<file path="src/crsp_fifo.sv">
// ============================================================================
// crsp_fifo: short item queue
// Register-based FIFO between the front end and the datapath so that each
// side can stall without holding up the other.
// ============================================================================
module crsp_fifo #(
    parameter type item_t = logic,
    parameter int  DEPTH  = 4
) (
    input  logic                       aclk,
    input  logic                       aresetn,
    input  logic                       in_valid,
    output logic                       in_ready,
    input  item_t                      in_item,
    output logic                       out_valid,
    input  logic                       out_ready,
    output item_t                      out_item,
    output logic [$clog2(DEPTH+1)-1:0] level
);

    localparam int PTR_W = (DEPTH > 1) ? $clog2(DEPTH) : 1;
    localparam int CNT_W = $clog2(DEPTH + 1);

    item_t            mem_reg [DEPTH];
    logic [PTR_W-1:0] wr_ptr_reg;
    logic [PTR_W-1:0] rd_ptr_reg;
    logic [CNT_W-1:0] count_reg;
    logic [CNT_W-1:0] count_next;
    logic             push;
    logic             pop;

    assign in_ready  = (count_reg != CNT_W'(DEPTH));
    assign out_valid = (count_reg != '0);
    assign out_item  = mem_reg[rd_ptr_reg];
    assign level     = count_reg;
    assign push      = in_valid && in_ready;
    assign pop       = out_valid && out_ready;

    always_comb begin
        count_next = count_reg;
        if (push && !pop) begin
            count_next = count_reg + 1'b1;
        end else if (pop && !push) begin
            count_next = count_reg - 1'b1;
        end
    end

    always_ff @(posedge aclk) begin
        if (!aresetn) begin
            wr_ptr_reg <= '0;
            rd_ptr_reg <= '0;
            count_reg  <= '0;
        end else begin
            count_reg <= count_next;
            if (push) begin
                wr_ptr_reg <= (wr_ptr_reg == PTR_W'(DEPTH - 1)) ? '0 : wr_ptr_reg + 1'b1;
            end
            if (pop) begin
                rd_ptr_reg <= (rd_ptr_reg == PTR_W'(DEPTH - 1)) ? '0 : rd_ptr_reg + 1'b1;
            end
        end
    end

    always_ff @(posedge aclk) begin
        if (push) begin
            mem_reg[wr_ptr_reg] <= in_item;
        end
    end

endmodule

</file>
<file path="config.mk">
export PLATFORM = sky130hd
export DESIGN_NAME = crsp_fifo
export DESIGN_NICKNAME = d
export VERILOG_FILES = /design/src/crsp_fifo.sv
export SDC_FILE = /design/constraint.sdc
export NUM_CORES = 1
export LEC_CHECK = 0
export ABC_AREA = 1
export BUFFER_PORTS_ARGS = -buffer_cell sky130_fd_sc_hd__buf_2
export CORE_MARGIN = 2
export CORE_UTILIZATION = 29
export CTS_CLUSTER_DIAMETER = 80
export DETAILED_ROUTE_END_ITERATION = 8
export MAX_ROUTING_LAYER = met4
export PLACE_DENSITY = 0.43
export SLEW_MARGIN = 20
export SYNTH_ARGS = -nofsm -noshare
export SYNTH_HDL_FRONTEND = slang
export SYNTH_SLANG_ARGS = --single-unit
</file>
<file path="constraint.sdc">
create_clock -name aclk -period 2.4 [get_ports aclk]
set_input_delay 0.24 -clock aclk [delete_from_list [all_inputs] [get_ports aclk]]
set_output_delay 0.24 -clock aclk [all_outputs]
set_load 0.005 [all_outputs]
</file>
# Word-level counts from Yosys, hierarchy flattened
# Memories as Yosys holds them, arrays and structs flattened. A register that Yosys moved wholly into a read port is not among the register bits.
# Cells that the tools add are included.
[word_totals]
out_inout_bits = 6
memories = 1
ff_bits = 7
rom_bits = 0
input_bits = 5
latchBits = 0
ramBits = 4
wordCells = 27
[op_classes]
n_reduce_logical = 8
magnitude_cmp = 0
n_mux = 8
bitwise_logic = 0
div_mod_pow = 0
n_eq_ne = 3
multipliers = 0
shift = 0
add_sub_neg = 4
[memory_table]
columns = ["memory", "depth", "word_bits", "read_ports", "rd_clocked_by_memory_dff", "write_ports", "line_no", "text"]
rows = [
  ["mem_reg", 4, 1, 1, 1, 1, "24", "item_t mem_reg [DEPTH];"],
]
[op_table]
columns = ["op", "count"]
rows = [
  ["$mux 2", 4],
  ["$mux 3", 2],
  ["$add 2x1->2 const B", 2],
  ["$eq 2x2->1 const B", 2],
  ["$logic_and 1x1->1", 4],
  ["$add 3x1->3 const B", 1],
  ["$ne 3x3->1 const B", 1],
  ["$reduce_bool 3->1", 1],
  ["$sub 3x1->3 const B", 1],
  ["$logic_not 1->1", 2],
  ["$mux 1", 2],
  ["$reduce_bool 2->1", 1],
]

# Depth between registers and ports, before layout
[depth]
ltp_word = 6
mapped_depth = 13
depth_no_buf = 13

# Least setup slack after synthesis
# OpenSTA, ideal clock, no wires.
[synth_timing]
path_kind = "register to register"
startpoint = "register count_reg[0], in the netlist level[0]"
endpoint = "register count_reg[2], in the netlist level[2]"
synth_period_minus_slack_ns = 1.685
path_stages_with_launch = 14
setup_time_ns = 0.110
path_buffers = 0
arrival_ns = 1.576
slack_ns = 0.715
required_time_ns = 2.290
path_cell_list = "dfxtp_1 > nor2_4 > nand2_2 > nand2_4 > inv_1 > ha_1 > inv_1 > fa_1 > inv_1 > nand2_1 > nand3_1 > nand2_1 > inv_1 > nor2_1"
[synth_between]
elab_chain_cells = 5
word_cells_on_any_way = 13
classes_between = "add/sub: 2; eq/ne: 1; mux: 2; reduce/logical: 8"
[synth_lines]
columns = ["element", "line_no", "text"]
rows = [
  ["from (decl)", "27", "logic [CNT_W-1:0] count_reg;"],
  ["from (signal assigned)", "54", "count_reg <= count_next;"],
  ["$ne 3x3->1 (*)", "32", "assign in_ready = (count_reg != CNT_W'(DEPTH));"],
  ["via in_ready", "13", "output logic in_ready,"],
  ["$logic_and 1x1->1 (*)", "36", "assign push = in_valid && in_ready;"],
  ["via push", "29", "logic push;"],
  ["$logic_not 1->1", "43", "end else if (pop && !push) begin"],
  ["$logic_and 1x1->1", "43", ""],
  ["$reduce_bool 2->1 (no source line)", "--", ""],
]
# Mark *: on every way through the listed nets, which the timed path passes. The rest lies on a longest branch. The select of a mux whose other input is x is not followed.
# A chain may end at the register's enable or synchronous reset.

# Worst setup path after layout
[layout_timing]
startpoint = "register count_reg[0], in the netlist level[0]"
endpoint = "register count_reg[1], in the netlist level[1]"
[layout_between]
word_cells_on_any_way = 13
classes_between = "add/sub: 2; eq/ne: 1; mux: 2; reduce/logical: 8"
[layout_rtl]
columns = ["element", "line_no", "text"]
rows = [
  ["$ne 3x3->1", "32", ""],
  ["$logic_and 1x1->1", "36", ""],
  ["via push", "29", ""],
  ["$logic_and 1x1->1", "41", "if (push && !pop) begin"],
  ["$mux 3", "41", ""],
  ["via count_next[1]", "28", "logic [CNT_W-1:0] count_next;"],
]
# The timed path passes the listed nets, and every way through them passes these cells. The select of a mux whose other input is x is not followed.

==> results.cfg <==
[final_layout]
areaGrowthSynthToFinish_pct = 16.8
drive_above_1_share = 0.189
final_common_cell = nor2_1
layout_common_cells = nor2_1, inv_1, nand2_1
utilization = 0.354
nets = 108
antenna_cells = 0

[global_route]
grt_pass1_vias = 473
grt_first_pass_wirelength_mm = 1.95
use_met2 = 0.148
top_usage_layer = met2
antenna_found_initial = 0
grt_use_met3 = 0.0287
grt_max_degree = 8
overflow = 0
track_usage = 0.102
use_met1 = 0.133

[timing]
tns_ps = 0
timing.final.crit_share = 0.751
slew_headroom = 0.840
fmax_mhz = 555
hold_violations = 0
worst_slew_pin_slew_ps = 239
fin_ws_ps = 599
setup_violations = 0
rsz0062_at_grt = false
maxSlewViolCount = 0
fin_crit_ps = 1800
skew_ps = 2.45

[clocking]
clockRootBuffer = clkbuf_4
hold_buffers = 0
cts_sinks = 13
clk_pin_slew_ps = 80
cts_made_buffers = 3
h-tree-depth = 1
clock_latency_ps = 260
clk_path_buf_depth = 2
cts_tree = built
post_cts_buffers = 0
ctsResizeCount = 0

[worst_hold_path]
min_path_type = in -> reg

[floorplanning]
rows = 17
core_sq_um = 2190
die_h_um = 51.8
dieArea_sq_um = 2690
ioPinCount = 11
start_util = 0.303
die_w_um = 51.8

[route]
totalWireLength_mm = 1.07
wl_per_cell_um = 8.73
drt.antenna.violating_nets = 0
drc = 0
via_per_inst = 4.13
drtIter0Drc = 4
first_pass_iters = 2
dr_total_vias = 508

[logic_synthesis]
ys_seq_elements = 13
yosysTopAreaCell = dfxtp_1
seq_area_frac_synth = 0.453
synth_top_area_share = 0.272
synthArstFlopShare = 0
synthTopCellsByArea = dfxtp_1, edfxtp_1, ha_1
syn-cell-area_sq_um = 663
synth_cells = 81
synth-edff-count = 4
synth.distinct_cells = 15
ys_warn_count = 0
synth_flop_cell = dfxtp_1
avgSynthCellArea_sq_um = 8.19
synth_nets = 93

[critical_path]
r2r_slack_ps = 600
path_class = reg -> reg
critPathMaxFanout = 7
cp.arrival_ps = 1960
startpoint_type = flop
endpoint_kind = flop
required_ps = 2560

[placed_design]
io_buffers = 10
dp.final_hpwl_um = 874
dp_slack_ps = 583
gp_congestion = 0.653

[power]
power.density_nw_per_um2 = 1090
p_leak_uw = 0.000377
ir_worst_vdd_v = 0.000496

[outcome]
run_status = complete, no violations

[job]
cap_violations = 0
area by class of cell:
type / count / area, sq um
tap: 28 / 35.0
inverter: 16 / 60.1
sequential: 13 / 300
multi-input combinational: 52 / 303
fill: 240 / 1420
clock buffer: 4 / 26.3
timing repair buffer: 10 / 50.0
final timing paths:
kind / from / cells after the start / end
max: level[0]$_SDFFE_PN0P_ / 9 / level[1]$_SDFFE_PN0P_
min: in_item / 1 / mem_reg[1]$_DFFE_PP_
max reg2reg: level[0]$_SDFFE_PN0P_ / 9 / level[1]$_SDFFE_PN0P_
min reg2reg: rd_ptr_reg[1]$_SDFFE_PN0P_ / 4 / rd_ptr_reg[1]$_SDFFE_PN0P_
power breakdown:
part           internal (uW)  total [uW]  leakage, uW  switching (uW)
Clock                   64.1         129    0.0000150            64.7
Combinational            158         367     0.000250             210
Sequential               290         350     0.000111            60.5
Total                    511         846     0.000377             335
stage by stage:
stage               power [uW]  hold slack (ps)  instance area, sq um  instances
finish                     846              192                   774        123
global route               953              185                   774        123
CTS                        864              186                   774        123
detailed placement         732              464                   748        119
global placement           726              467                   748        119
floorplan                  612              339                   663         81
worst max-delay path, stage by stage, from the launching register on:
cell and delay, ps:
dfxtp_1 380, nor2_4 160, nand2_2 100, nand2_4 110, inv_1 50, ha_1 200
inv_1 80, fa_1 410, o21ai_0 150, nor2_1 60
metal layers:
metal	routed length (um)	share of wire
met5	0	0
met4	14	0.013
met3	60	0.056
met2	455	0.42
met1	542	0.50
logic make-up (layout without fill, tap and decap cells):
family | after synthesis | count (layout) | synth area share
simple gates | 38 | 38 | 0.260
fa+ha+maj | 7 | 7 | 0.143
compound gates | 7 | 7 | 0.0528
flops | 13 | 13 | 0.453
buf+inv | 16 | 30 | 0.0906
cells in the mapped netlist (2+ instances only):
cell type and n:
o21ai_0 5, nor2_1 19, edfxtp_1 4, inv_1 16, ha_1 6, nand2_2 3
nand2_1 11, dfxtp_1 9, a21oi_1 2
No activity file was read; power rests on OpenSTA's default activity.
