[config.mk]
export PLATFORM = sky130hd
export DESIGN_NAME = crsp_front
export DESIGN_NICKNAME = d
export VERILOG_FILES = /design/src/crsp_pkg.sv /design/src/crsp_front.sv
export SDC_FILE = /design/constraint.sdc
export NUM_CORES = 1
export LEC_CHECK = 0
export ABC_CLOCK_PERIOD_IN_PS = 7900
export BUFFER_PORTS_ARGS = -buffer_cell sky130_fd_sc_hd__buf_2
export CORE_AREA = 2 2 171 207
export CTS_CLUSTER_SIZE = 25
export DETAILED_ROUTE_END_ITERATION = 12
export DIE_AREA = 0 0 173 209
export HOLD_SLACK_MARGIN = 0.06
export PLACE_DENSITY = 0.74
export SLEW_MARGIN = 30
export SYNTH_ARGS = -nofsm -noshare
export SYNTH_HDL_FRONTEND = slang
export SYNTH_SLANG_ARGS = --single-unit
[constraint.sdc]
create_clock -name aclk -period 7.9 [get_ports aclk]
set_input_delay 0.395 -clock aclk [delete_from_list [all_inputs] [get_ports aclk]]
set_output_delay 0.395 -clock aclk [all_outputs]
set_load 0.1 [all_outputs]
[src/crsp_pkg.sv]
// ============================================================================
// crsp_pkg: shared types and constants of the Catmull-Rom point unit
// Coordinate, difference, weight and accumulator formats, and the structs
// that carry one item between the front end, the queue and the datapath.
// ============================================================================
package crsp_pkg;

    localparam int COORD_W          = 24;
    localparam int DIFF_W           = COORD_W + 1;
    localparam int S_FRAC           = 16;
    localparam int WEIGHT_W         = S_FRAC + 4;
    localparam int ACC_W            = 48;
    localparam int RND_W            = ACC_W - S_FRAC - 1;
    localparam int STEP_COUNT_RESET = 100;

    typedef logic signed [COORD_W-1:0]  coord_t;
    typedef logic signed [DIFF_W-1:0]   diff_t;
    typedef logic signed [WEIGHT_W-1:0] weight_t;
    typedef logic signed [ACC_W-1:0]    acc_t;
    typedef logic signed [RND_W-1:0]    rnd_t;

    localparam coord_t COORD_MAX = {1'b0, {(COORD_W-1){1'b1}}};
    localparam coord_t COORD_MIN = {1'b1, {(COORD_W-1){1'b0}}};

    typedef struct packed {
        coord_t y;
        coord_t x;
    } point_t;

    typedef struct packed {
        point_t p3;
        point_t p2;
        point_t p1;
        point_t p0;
    } quad_t;

    // per-axis operands: endpoints plus the three differences the weights act on
    typedef struct packed {
        coord_t p1;
        coord_t p2;
        diff_t  d21;
        diff_t  d20;
        diff_t  d31;
    } axis_t;

    typedef struct packed {
        logic  oor;
        axis_t x;
        axis_t y;
    } carry_t;

    typedef struct packed {
        acc_t t1;
        acc_t t2;
        acc_t t3;
    } prod_set_t;

    typedef struct packed {
        acc_t a;
        acc_t b;
    } pair_t;

endpackage

[src/crsp_front.sv]
// ============================================================================
// crsp_front: input stage
// Registers an incoming item, flags a step index past the segment end and
// forms the point differences used by the datapath.
// ============================================================================
module crsp_front #(
    parameter int STEP_BITS = 10
) (
    input  logic                  aclk,
    input  logic                  aresetn,
    input  logic                  in_valid,
    output logic                  in_ready,
    input  crsp_pkg::quad_t       in_pts,
    input  logic [STEP_BITS-1:0]  in_step,
    input  logic [STEP_BITS-1:0]  step_count,
    output logic                  out_valid,
    input  logic                  out_ready,
    output logic [STEP_BITS-1:0]  out_step,
    output crsp_pkg::carry_t      out_info
);

    logic                 valid_reg;
    logic [STEP_BITS-1:0] step_reg;
    crsp_pkg::carry_t     info_reg;
    crsp_pkg::carry_t     info_next;

    function automatic crsp_pkg::axis_t make_axis(crsp_pkg::coord_t a0, crsp_pkg::coord_t a1,
                                                  crsp_pkg::coord_t a2, crsp_pkg::coord_t a3);
        crsp_pkg::axis_t r;
        r.p1  = a1;
        r.p2  = a2;
        r.d21 = crsp_pkg::diff_t'(a2) - crsp_pkg::diff_t'(a1);
        r.d20 = crsp_pkg::diff_t'(a2) - crsp_pkg::diff_t'(a0);
        r.d31 = crsp_pkg::diff_t'(a3) - crsp_pkg::diff_t'(a1);
        return r;
    endfunction

    always_comb begin
        // a step count of zero puts every index past the end
        info_next.oor = (in_step >= step_count);
        info_next.x   = make_axis(in_pts.p0.x, in_pts.p1.x, in_pts.p2.x, in_pts.p3.x);
        info_next.y   = make_axis(in_pts.p0.y, in_pts.p1.y, in_pts.p2.y, in_pts.p3.y);
    end

    assign in_ready  = !valid_reg || out_ready;
    assign out_valid = valid_reg;
    assign out_step  = step_reg;
    assign out_info  = info_reg;

    always_ff @(posedge aclk) begin
        if (!aresetn) begin
            valid_reg <= 1'b0;
        end else if (in_ready) begin
            valid_reg <= in_valid;
        end
    end

    always_ff @(posedge aclk) begin
        if (in_ready && in_valid) begin
            step_reg <= in_step;
            info_reg <= info_next;
        end
    end

endmodule

* Word level (Yosys, flattened, before mapping) *
Cells that the tools add are included.
Widths: inputs -> output; s select.

storage, ports and cells
  bits in read-only memories = 0
  memory bits (writable) = 0
  input port bits = 216
  memories kept = 0
  output and inout bits = 259
  register bits after elaboration = 258
  latch bits = 0

cells by class
  $mul = 0
  eq/ne operators = 0
  magnitude comparators = 1
  shift operators = 0
  multiplexer cells = 0
  reductions and logical operators = 3
  $add $sub $neg = 6
  bitwise logic cells = 0
  div/mod/pow operators = 0

operator list
  kind               count
  $sub 24x24->25     6
  $ge 10x10->1       1
  $logic_and 1x1->1  1
  $logic_not 1->1    1
  $logic_or 1x1->1   1

* Longest topological paths before layout *
Gate-level depths: netlist (run 1).

  depth after elaboration = 3
  mapped depth = 11

* Worst setup path after synthesis (run 1) *
Ideal clock, no wire load.

  kind = flip-flop to flip-flop
  start = register valid_reg (netlist: out_valid)
  end = register info_reg (netlist bit out_info[0]) (enable)
  setup time = 648 ps
  setup slack = -236 ps
  required time = 7252 ps
  cell stages (with the launch flop) = 3
  data arrival time = 7487 ps
  path through = dfxtp_1 > nand2b_1 > and2_1

on the way
  cells in the longest elaborated chain, start to end = 3

ends and longest elaborated chain
  item                      RTL line          text
  start: declaration        crsp_front.sv:22  logic valid_reg;
  start signal: assignment  crsp_front.sv:54  valid_reg <= in_valid;
  $logic_not 1->1           crsp_front.sv:45  assign in_ready = !valid_reg || out_ready;
  $logic_or 1x1->1          crsp_front.sv:45
  via in_ready              crsp_front.sv:12  output logic in_ready,
  $logic_and 1x1->1         crsp_front.sv:59  if (in_ready && in_valid) begin
  end signal: assignment    crsp_front.sv:61  info_reg <= info_next;
  end: declaration          crsp_front.sv:24  crsp_pkg::carry_t info_reg;

The timed path passes the listed nets, and every way through them passes these cells.
A chain may end at the register's enable or synchronous reset.

==> results of run 1 <==
## stage by stage
| step | setup WS [ns] | power, W | cell area [um2] | std cells | hold slack [ns] |
|---|---|---|---|---|---|
| 2_1_floorplan | 2.59 | 0.00325 | 15200 | 1348 | 0.494 |
| 3_3_place_gp | 4.73 | 0.00358 | 18100 | 2273 | 0.520 |
| 3_5_place_dp | 4.67 | 0.00360 | 18100 | 2273 | 0.554 |
| 4_1_cts | 4.70 | 0.00495 | 19800 | 2400 | 0.0601 |
| 5_1_grt | 4.42 | 0.00510 | 19800 | 2401 | 0.0709 |
| 6_report | 4.59 | 0.00492 | 19800 | 2403 | 0.0839 |
## area by class of cell
type	instances	area, um2	area share
Sequential cell	258	7740	0.390
Multi-Input combinational cell	928	6860	0.346
Timing Repair Buffer	556	3200	0.161
Clock buffer	34	744	0.0375
Tap cell	462	578	0.0291
Inverter	148	556	0.0280
Clock inverter	15	153	0.00770
Antenna cell	2	5.00	0.000252
## worst max-delay path by stage
stage                 from             to  depth (start not counted)
6_report       in_pts[108]  out_info[196]                         11
5_1_grt        in_pts[108]  out_info[196]                         11
4_1_cts        in_pts[108]  out_info[196]                         11
3_5_place_dp    in_pts[60]  out_info[196]                         11
3_3_place_gp    in_pts[73]   out_info[23]                         11
2_1_floorplan    out_valid    out_info[0]                          2
## power by group through the flow
stage / Sequential, W / Clock (W) / Combinational, W
2_1_floorplan: 0.00272 / 0 / 0.000527
3_3_place_gp: 0.00176 / 0 / 0.00182
3_5_place_dp: 0.00176 / 0 / 0.00183
4_1_cts: 0.00174 / 0.00134 / 0.00187
5_1_grt: 0.00175 / 0.00138 / 0.00197
6_report: 0.00173 / 0.00130 / 0.00188
## synthesized netlist by cell type, types with 6 or more instances
cell	n	share of area
o21bai_1	10	0.0049
ha_1	154	0.13
o21ai_1	19	0.0063
o21a_1	32	0.016
nand2b_1	17	0.0070
edfxtp_1	257	0.51
xor2_1	39	0.022
nor2_1	82	0.020
xnor2_1	74	0.043
fa_1	6	0.0079
a31oi_1	13	0.0053
nand3_1	21	0.0069
clkbuf_1	13	0.0032
nand2_1	75	0.019
inv_1	148	0.037
o21ai_0	42	0.014
and3_1	9	0.0037
nand4_1	10	0.0041
and2_1	9	0.0037
nor2b_1	28	0.012
a21o_1	63	0.031
nor3_1	19	0.0063
a211oi_1	7	0.0035
a21oi_1	108	0.036
## cells in the final DEF (no fill, tap or decap), types with 19 or more instances in the layout
master,n
ha_1,154
a21oi_1,108
o21ai_0,42
edfxtp_1,257
o21ai_1,19
nor2_1,82
nor2b_1,28
o21a_1,32
nand3_1,21
clkbuf_16,29
nand2_1,75
xnor2_1,74
buf_2,474
nor3_1,19
xor2_1,39
a21o_1,63
inv_1,148
dlygate4sd3_1,78
## metal layers
metal  vias to the layer above  wire length [um]
met4                         6              1650
met1                      5875             16300
met5                         -                28
li1                       6086                 -
met2                       520             23100
met3                       100              3610
## state kept, by name (all words and copies together), names as in the netlist
register / flops
out_info: 247
out_step: 10
out_valid: 1
## logic make-up (layout without fill, tap and decap cells)
group / count (synthesis) / count (layout) / share of synthesized area
compound gates: 360 / 360 / 0.156
simple gates: 290 / 290 / 0.0916
flops: 258 / 258 / 0.509
buf+inv: 162 / 753 / 0.0401
fa+ha+maj: 160 / 160 / 0.135
xor+xnor: 113 / 113 / 0.0651
mux: 5 / 5 / 0.00329
other cells: 0 / 2 / 0
## worst max-delay path, delay by kind of cell
| kind | cells | cell delay [ns] |
|---|---|---|
| buffers and inverters | 2 | 0.74 |
| muxes | 1 | 0.14 |
| adders and majority gates | 1 | 0.34 |
| and+or+nand+nor | 2 | 0.67 |
| AOI/OAI and AO/OA | 5 | 1.32 |
## what timing repair did
action,4_1_cts,5_1_grt
hold endpoints to repair,78,0
hold buffers,78,0
buffers inserted,0,0
==> impl_metrics.ini, run 1 <==
[timing]
rsz0062_at_grt = false
tightestPinTransition_ns = 0.726
slew-limit-headroom = 0.516
timing.setup.tns_ns = 0
final-hold-violation-count = 0
finalSetupViolCount = 0
achievable-frequency_mhz = 302
timing_max_transition_violations_final = 0
finalWorstPathRequiredPeriod_ns = 3.31
final.period_utilization = 0.419
final.setup_skew_ns = 0.00683

[clocking]
cts_resized = 0
path_clk_slew_ns = 0.06
clock-root-buffer = clkbuf_16
cts_tree = built
cts-buffers-inserted = 28
ctsLongestPathBuffers = 3
cts_max_level = 1
clock_latency_ns = 0.56
cts.sink_count = 258

[drt]
via_per_inst = 5.24
drt_pass1_iterations = 5
routedWlPerCell_um = 18.6
drc_errors = 0
initial_drc_count = 677
route.antenna.remaining_nets = 0
vias = 12600
postRouteWirelength_um = 44600

[synth]
yosysSeqAreaShare = 0.509
synth_edf_count = 257
mappedNetlistNets = 1724
synth_flop_cell = edfxtp_1
mappedNetlistArea_mm2 = 0.0152
yosys_warnings = 0
synth.distinct_cells = 68
postSynthAreaPerCell_um2 = 11.3
async_reset_ff_frac = 0
postSynthRegisterBits = 258
synthesis.instances = 1348

[flow_run]
drv.max_cap_violation_count = 0

[grt]
grt_start_max_net_pins = 79
global_route.usage.met3 = 0.0610
antenna_found_initial = 4
first_global_vias = 13100
grt_use_met1 = 0.252
grt_usage = 0.239
grt_busiest_layer = met2
grt_met2_use = 0.454
global_route.overflow_total = 0
first_pass_grt_wire_length_um = 67900

[power]
internal_power_of_the_cells_w = 0.00288
power.combinational.fraction = 0.382
static-leakage-power_nw = 9.17
clock_power_share = 0.265
worst_ir_drop_vdd_uv = 205
p_sw_frac = 0.414
seq_power_share = 0.353
pwr_density_cell_mw_per_mm2 = 248
netSwitchingPower_w = 0.00204

[finish]
fillerInstances = 2875
nNetsFinal = 2296
syn2layout_area_growth_pct = 30.4
drive_above_1_share = 0.274
final_core_util = 0.577

[run_status]
status = finished clean

[hold_path]
min_delay_path_depth = 1
hold_path_startpoint = in_pts[99]
hold_ep = out_info[201]
min_path_type = primary input to register

[setup_path]
cpMostUsedCell = a21o_1
worst_path_arrival_ns = 3.61
worst_path_largest_cell_delay_ns = 0.62
timing.critical_path.to_type = register
cp-start-kind = primary input
reg2reg_to = out_info[98]
crit_path_cell_trace = dlygate4sd3_1, buf_2, ha_1, a21o_1, a21o_1, a2111oi_0, o21ai_1, nand3_1, o31ai_2, mux2i_1, or4_1
required_ns = 8.19
critical_path.slowest_cell = a2111oi_0
regToRegSetupSlack_ns = 5.69
r2r_startpoint = out_valid
ff2ff_path_depth = 4
timing.setup.critical_path_class = primary input to register
worstPathMaxFanout = 5

[placed_design]
port_buffers = 474
gpl.final_weighted_congestion = 0.910
detailedPlacementHpwl_um = 34600

[floorplanning]
core.rowCount = 75
die_w_um = 173
io-pin-count = 475
start_util = 0.443
die_height_um = 209
placeableCoreArea_mm2 = 0.0343
design.die.area_mm2 = 0.0362
Note: power is estimated with default switching activity, not from simulation.
==> run 2: changes to the inputs <==
ABC_CLOCK_PERIOD_IN_PS = 3060   (was 7900)
clock period = 3.06 ns   (was 7.9 ns; I/O delays follow)
==> run 2 against run 1 <==
Clock power rose to 2.8 times the previous value. Sequential share of layout area fell by 1.1 points. First-iteration DRC count fell by 1.8%. Largest cell class unchanged. Setup slack got worse by 4.5 ns. Utilization rose by 1.7 points. Global-route usage rose by 0.67 points. Hold slack improved by 0.0098 ns. Sequential cell count did not move.
==> impl_metrics.ini, run 2 (synthesis results as in run 1) <==
[hold_path]
hold_path_startpoint = in_pts[174]
min_delay_path_depth = 3
min_path_type = primary input to register
hold_ep = out_info[6]

[drt]
vias = 12800
initial_drc_count = 665
routedWlPerCell_um = 18.5
postRouteWirelength_um = 45500
drc_errors = 0
route.antenna.remaining_nets = 0
via_per_inst = 5.22
drt_pass1_iterations = 5

[setup_path]
worst_path_largest_cell_delay_ns = 0.54
cp-start-kind = primary input
reg2reg_to = out_info[24]
required_ns = 3.34
ff2ff_path_depth = 3
worstPathMaxFanout = 5
timing.setup.critical_path_class = primary input to register
worst_path_arrival_ns = 3.23
crit_path_cell_trace = dlygate4sd3_1, buf_2, inv_1, ha_1, a21o_1, a21o_1, a2111oi_1, o21ai_1, nand3_1, o31ai_2, mux2i_1, or4_1
regToRegSetupSlack_ns = 1.37
critical_path.slowest_cell = dlygate4sd3_1
timing.critical_path.to_type = register
cpMostUsedCell = a21o_1
r2r_startpoint = out_valid

[finish]
mostFrequentLayoutCell = buf_2
layout.cells.most_common_list = buf_2 (474), edfxtp_1 (257), ha_1 (154)
drive_above_1_share = 0.275
nNetsFinal = 2343
final_area_mm2 = 0.0204
syn2layout_area_growth_pct = 34.4
largest_reg_flops = 247

[timing]
timing.setup.tns_ns = 0
final-hold-violation-count = 0
slew-limit-headroom = 0.612
final.period_utilization = 0.962
achievable-frequency_mhz = 340
tightestPinTransition_ns = 0.586
timing_max_transition_violations_final = 0
setup_slack_ns = 0.117
rsz0062_at_grt = false
finalWorstPathRequiredPeriod_ns = 2.94
final.setup_skew_ns = 0.00540
finalSetupViolCount = 0

[floorplanning]
die_height_um = 209
placeableCoreArea_mm2 = 0.0343
core.rowCount = 75
io-pin-count = 475
start_util = 0.443
die_w_um = 173
design.die.area_mm2 = 0.0362

[power]
pwr_density_cell_mw_per_mm2 = 636
power.combinational.fraction = 0.378
worst_ir_drop_vdd_uv = 482
static-leakage-power_nw = 9.43
netSwitchingPower_w = 0.00531
clock_power_share = 0.277
internal_power_of_the_cells_w = 0.00767
p_sw_frac = 0.409
seq_power_share = 0.344

[grt]
first_global_vias = 13400
grt_start_max_net_pins = 74
antenna_found_initial = 8
grt_usage = 0.246
global_route.overflow_total = 0
first_pass_grt_wire_length_um = 70000

[clocking]
cts.sink_count = 258
cts_max_level = 1
post_cts.repair.setup_buffers = 0
cts-buffers-inserted = 29
clock_latency_ns = 0.55
cts_tree = built
path_clk_slew_ns = 0.06
ctsLongestPathBuffers = 3
clock-root-buffer = clkbuf_16

[placed_design]
gpl.final_weighted_congestion = 0.944
pre_cts_ws_ns = 0.112
placed_area_mm2 = 0.0182
detailedPlacementHpwl_um = 34400
port_buffers = 474

[flow_run]
drv.max_cap_violation_count = 0

[run_status]
status = finished clean
## run 2: changes by cell type in the layout (fill, tap and decap cells not counted), sizes merged
cell / previous run / this run
bufinv: 3 / 5
dlygate4sd3: 78 / 117
clkinv: 9 / 13
buf: 478 / 485
clkinvlp: 3 / 1
clkbuf: 34 / 32
inv: 148 / 149
diode: 2 / 6
## run 2: worst max path at each step
stage	startpoint	end	slack [ns]
4_1_cts	in_pts[60]	out_info[196]	0.15
5_1_grt	in_pts[73]	out_info[23]	0.01
3_3_place_gp	in_pts[60]	out_info[196]	0.16
3_5_place_dp	in_pts[120]	out_info[49]	0.11
6_report	in_pts[60]	out_info[196]	0.12
2_1_floorplan	out_valid	out_info[0]	-0.008
## run 2: power groups by stage
stage	registers, W	clock network [W]	logic [W]
CTS	0.00447	0.00367	0.00490
detailed placement	0.00454	0	0.00476
finish	0.00447	0.00360	0.00491
global route	0.00451	0.00377	0.00517
global placement	0.00454	0	0.00471
floorplan	0.00701	0	0.00136
## run 2: layer usage
metal | global-route usage | up-vias | routed length (um)
met2 | 0.462 | 518 | 23700
li1 | - | 6190 | -
met4 | 0.104 | 4 | 1770
met5 | 0 | - | 21
met1 | 0.260 | 6006 | 16300
met3 | 0.0620 | 107 | 3640
## run 2: critical path: cells and delay by family
kind | cells | cell delay, ns
AOI/OAI and AO/OA | 5 | 1.19
adders and majority gates | 1 | 0.37
buffers and inverters | 3 | 0.72
muxes | 1 | 0.12
and+or+nand+nor | 2 | 0.67
## run 2: layout make-up
class,instances,area (um2)
tap,462,578
multi-input combinational,928,6890
clock buffer,32,737
fill,2772,13900
antenna,6,15.0
sequential,258,7740
timing repair buffer,602,3680
clock inverter,20,239
inverter,148,556
## run 2: what timing repair did
action | CTS | global route
hold buffers | 117 | 0
resized for setup | 0 | 4
endpoints found under the setup margin | 0 | 6
hold endpoints to repair | 118 | 0
## run 2: per-stage QoR
stage	util	hold slack (ns)	power [W]	cells
after floorplan	-	0.252	0.00837	1348
after global placement	0.531	0.345	0.00925	2281
after detailed placement	0.531	0.345	0.00930	2281
after CTS	0.594	0.0635	0.0130	2450
after global routing	0.595	0.104	0.0135	2453
final	0.595	0.0937	0.0130	2456
==> run 3: changes to the inputs <==
ABC_AREA = 1   (was default)
CORE_AREA = 2 2 192 232   (was 2 2 171 207)
DIE_AREA = 0 0 194 234   (was 0 0 173 209)
PLACE_DENSITY = 0.72   (was 0.74)
==> run 3 against run 2 <==
Clock-buffer cell count down 2. Setup slack better by 1.0 ns. Register-to-register slack worse by 0.09 ns. Design area up 20%. Critical endpoint is now out_info[69]. Largest cell class is now multi-input gates. Highest routed layer is now met4.
==> impl_metrics.ini, run 3 <==
[run_status]
status = finished clean

[synth]
synth_edf_count = 257
synthTopCellsByArea = edfxtp_1 (40%), nand2_1 (20%), inv_1 (13%)
postSynthRegisterBits = 258
mappedNetlistNets = 3060
yosysTopAreaCellShare = 0.400
yosys-top-cells-count = nand2_1 (1045), inv_1 (648), edfxtp_1 (257), ha_1 (154), nor2_1 (154)
yosysSeqAreaShare = 0.401
postSynthAreaPerCell_um2 = 7.19
synth_flop_cell = edfxtp_1
yosys_warnings = 0
synth.distinct_cells = 24
async_reset_ff_frac = 0
mappedNetlistArea_mm2 = 0.0193
synth.most_common_cell = nand2_1
synthesis.instances = 2684
synth_largest_area_cell = edfxtp_1

[clocking]
cts-buffers-inserted = 29
clock_latency_ns = 0.57
cts_resized = 0
cts.sink_count = 258
clock-root-buffer = clkbuf_16
cts_tree = built
cts_max_level = 1
ctsLongestPathBuffers = 3
path_clk_slew_ns = 0.06

[grt]
grt_usage = 0.264
global_route.overflow_total = 0
antenna_found_initial = 2
grt_start_max_net_pins = 66
first_pass_grt_wire_length_um = 94400
first_global_vias = 18200

[placed_design]
gpl.final_weighted_congestion = 0.947
port_buffers = 474
pre_cts_ws_ns = 1.11
detailedPlacementHpwl_um = 49500

[timing]
finalSetupViolCount = 0
timing.setup.tns_ns = 0
final-hold-violation-count = 0
slew-limit-headroom = 0.492
rsz0062_at_grt = false
finalWorstPathRequiredPeriod_ns = 1.93
tightestPinTransition_ns = 0.760
achievable-frequency_mhz = 518
final.setup_skew_ns = 0.0147
timing_max_transition_violations_final = 0
final.period_utilization = 0.631
setup_slack_ns = 1.13

[finish]
largest_reg_flops = 247
layout.cells.most_common_list = nand2_1 (1045), inv_1 (648), buf_2 (474)
nNetsFinal = 3683
drive_above_1_share = 0.179
final_core_util = 0.568
mostFrequentLayoutCell = nand2_1
syn2layout_area_growth_pct = 27.4

[floorplanning]
core.rowCount = 84
placeableCoreArea_mm2 = 0.0433
io-pin-count = 475
die_height_um = 234
design.die.area_mm2 = 0.0454
start_util = 0.445
die_w_um = 194

[drt]
via_per_inst = 4.81
route.antenna.remaining_nets = 0
postRouteWirelength_um = 62100
drc_errors = 0
vias = 18700
drt_pass1_iterations = 6
initial_drc_count = 1099
routedWlPerCell_um = 15.9

[setup_path]
cp-start-kind = primary input
timing.setup.critical_path_class = primary input to register
required_ns = 3.39
path_delay_family = simple AND/OR/NAND/NOR gates
worstPathMaxFanout = 5
timing.critical_path.to_type = register
critical_path.slowest_cell = dlygate4sd3_1
crit_path_cell_trace = dlygate4sd3_1, buf_2, inv_1, ha_1, nand2_1, nor2_2, inv_1, nor2_1, nand3b_1, nand4_1, nand2_1
worst_path_largest_cell_delay_ns = 0.55
path_buf_inv = 4
worst_path_arrival_ns = 2.26
regToRegSetupSlack_ns = 1.28

[power]
worst_ir_drop_vdd_uv = 459
pwr_density_cell_mw_per_mm2 = 552
static-leakage-power_nw = 13.7

[hold_path]
min_path_type = primary input to register

[flow_run]
drv.max_cap_violation_count = 0
-- run 3: cell types whose count changed in the layout (fill, tap and decap cells not counted), moves of 28 or more --
| cell | previous run | this run |
|---|---|---|
| o21ai_0 | 42 | 1 |
| a21o_1 | 63 | 0 |
| nand2_1 | 75 | 1045 |
| inv_1 | 148 | 648 |
| xor2_1 | 39 | 71 |
| a21oi_1 | 108 | 79 |
| nor2_2 | 0 | 39 |
| xnor2_1 | 74 | 6 |
| nor2_1 | 82 | 154 |
| nand3_1 | 21 | 121 |
| o21a_1 | 32 | 1 |
| nor2b_1 | 28 | 0 |
-- run 3: worst min-delay path, delay by kind of cell --
family / cells / cell delay, ns
adders and majority gates: 1 / 0.20
buffers and inverters: 2 / 0.15
-- run 3: area by class of cell --
type	instances	area, um2
clock buffer	30	729
sequential	258	7740
timing repair buffer	592	3590
antenna	4	10.0
tap	559	699
multi-input combinational	1778	9130
clock inverter	23	253
inverter	648	2430
fill	4057	18700
-- run 3: where the power goes --
group | internal (W) | switching (W) | leakage (nW)
sequential | 0.00436 | 0.000102 | 2.50
clock | 0.00209 | 0.00158 | 0.481
combinational | 0.00116 | 0.00426 | 10.7
total | 0.00761 | 0.00594 | 13.7
-- run 3: final timing paths --
path,from,to,cells past startpoint
worst max-delay path,in_pts[85],out_info[69],11
worst min-delay path,in_pts[25],out_info[26],3
worst max register to register,out_valid,out_info[195],2
worst min register to register,out_valid,out_info[21],1
-- run 3: what timing repair did --
item,CTS,global route
hold buffers,111,0
hold endpoints to repair,112,0
setup buffers,0,0
-- run 3: kinds of logic after synthesis --
family | Yosys count | synth area share
buffers and inverters | 648 | 0.126
adders and majority gates | 160 | 0.106
and+or+nand+nor | 1456 | 0.309
DFF | 258 | 0.401
AOI/OAI and AO/OA | 85 | 0.0226
xor gates and xnor gates | 77 | 0.0350
-- run 3: per-layer routing --
metal	vias to the layer above	routed length, um	global-route usage
li1	9485	-	-
met1	8371	25400	0.326
met2	709	29700	0.461
met3	152	4170	0.0414
met4	0	2710	0.113
met5	-	0	0
-- run 3: metrics by stage --
| step | area, um2 | hold WS (ns) | instances | power, W |
|---|---|---|---|---|
| floorplan | 19300 | 0.252 | 2684 | 0.00870 |
| global placement | 22500 | 0.344 | 3724 | 0.00978 |
| detailed placement | 22500 | 0.345 | 3724 | 0.00981 |
| CTS | 24600 | 0.0700 | 3888 | 0.0136 |
| global route | 24600 | 0.104 | 3890 | 0.0141 |
| finish | 24600 | 0.0960 | 3892 | 0.0136 |
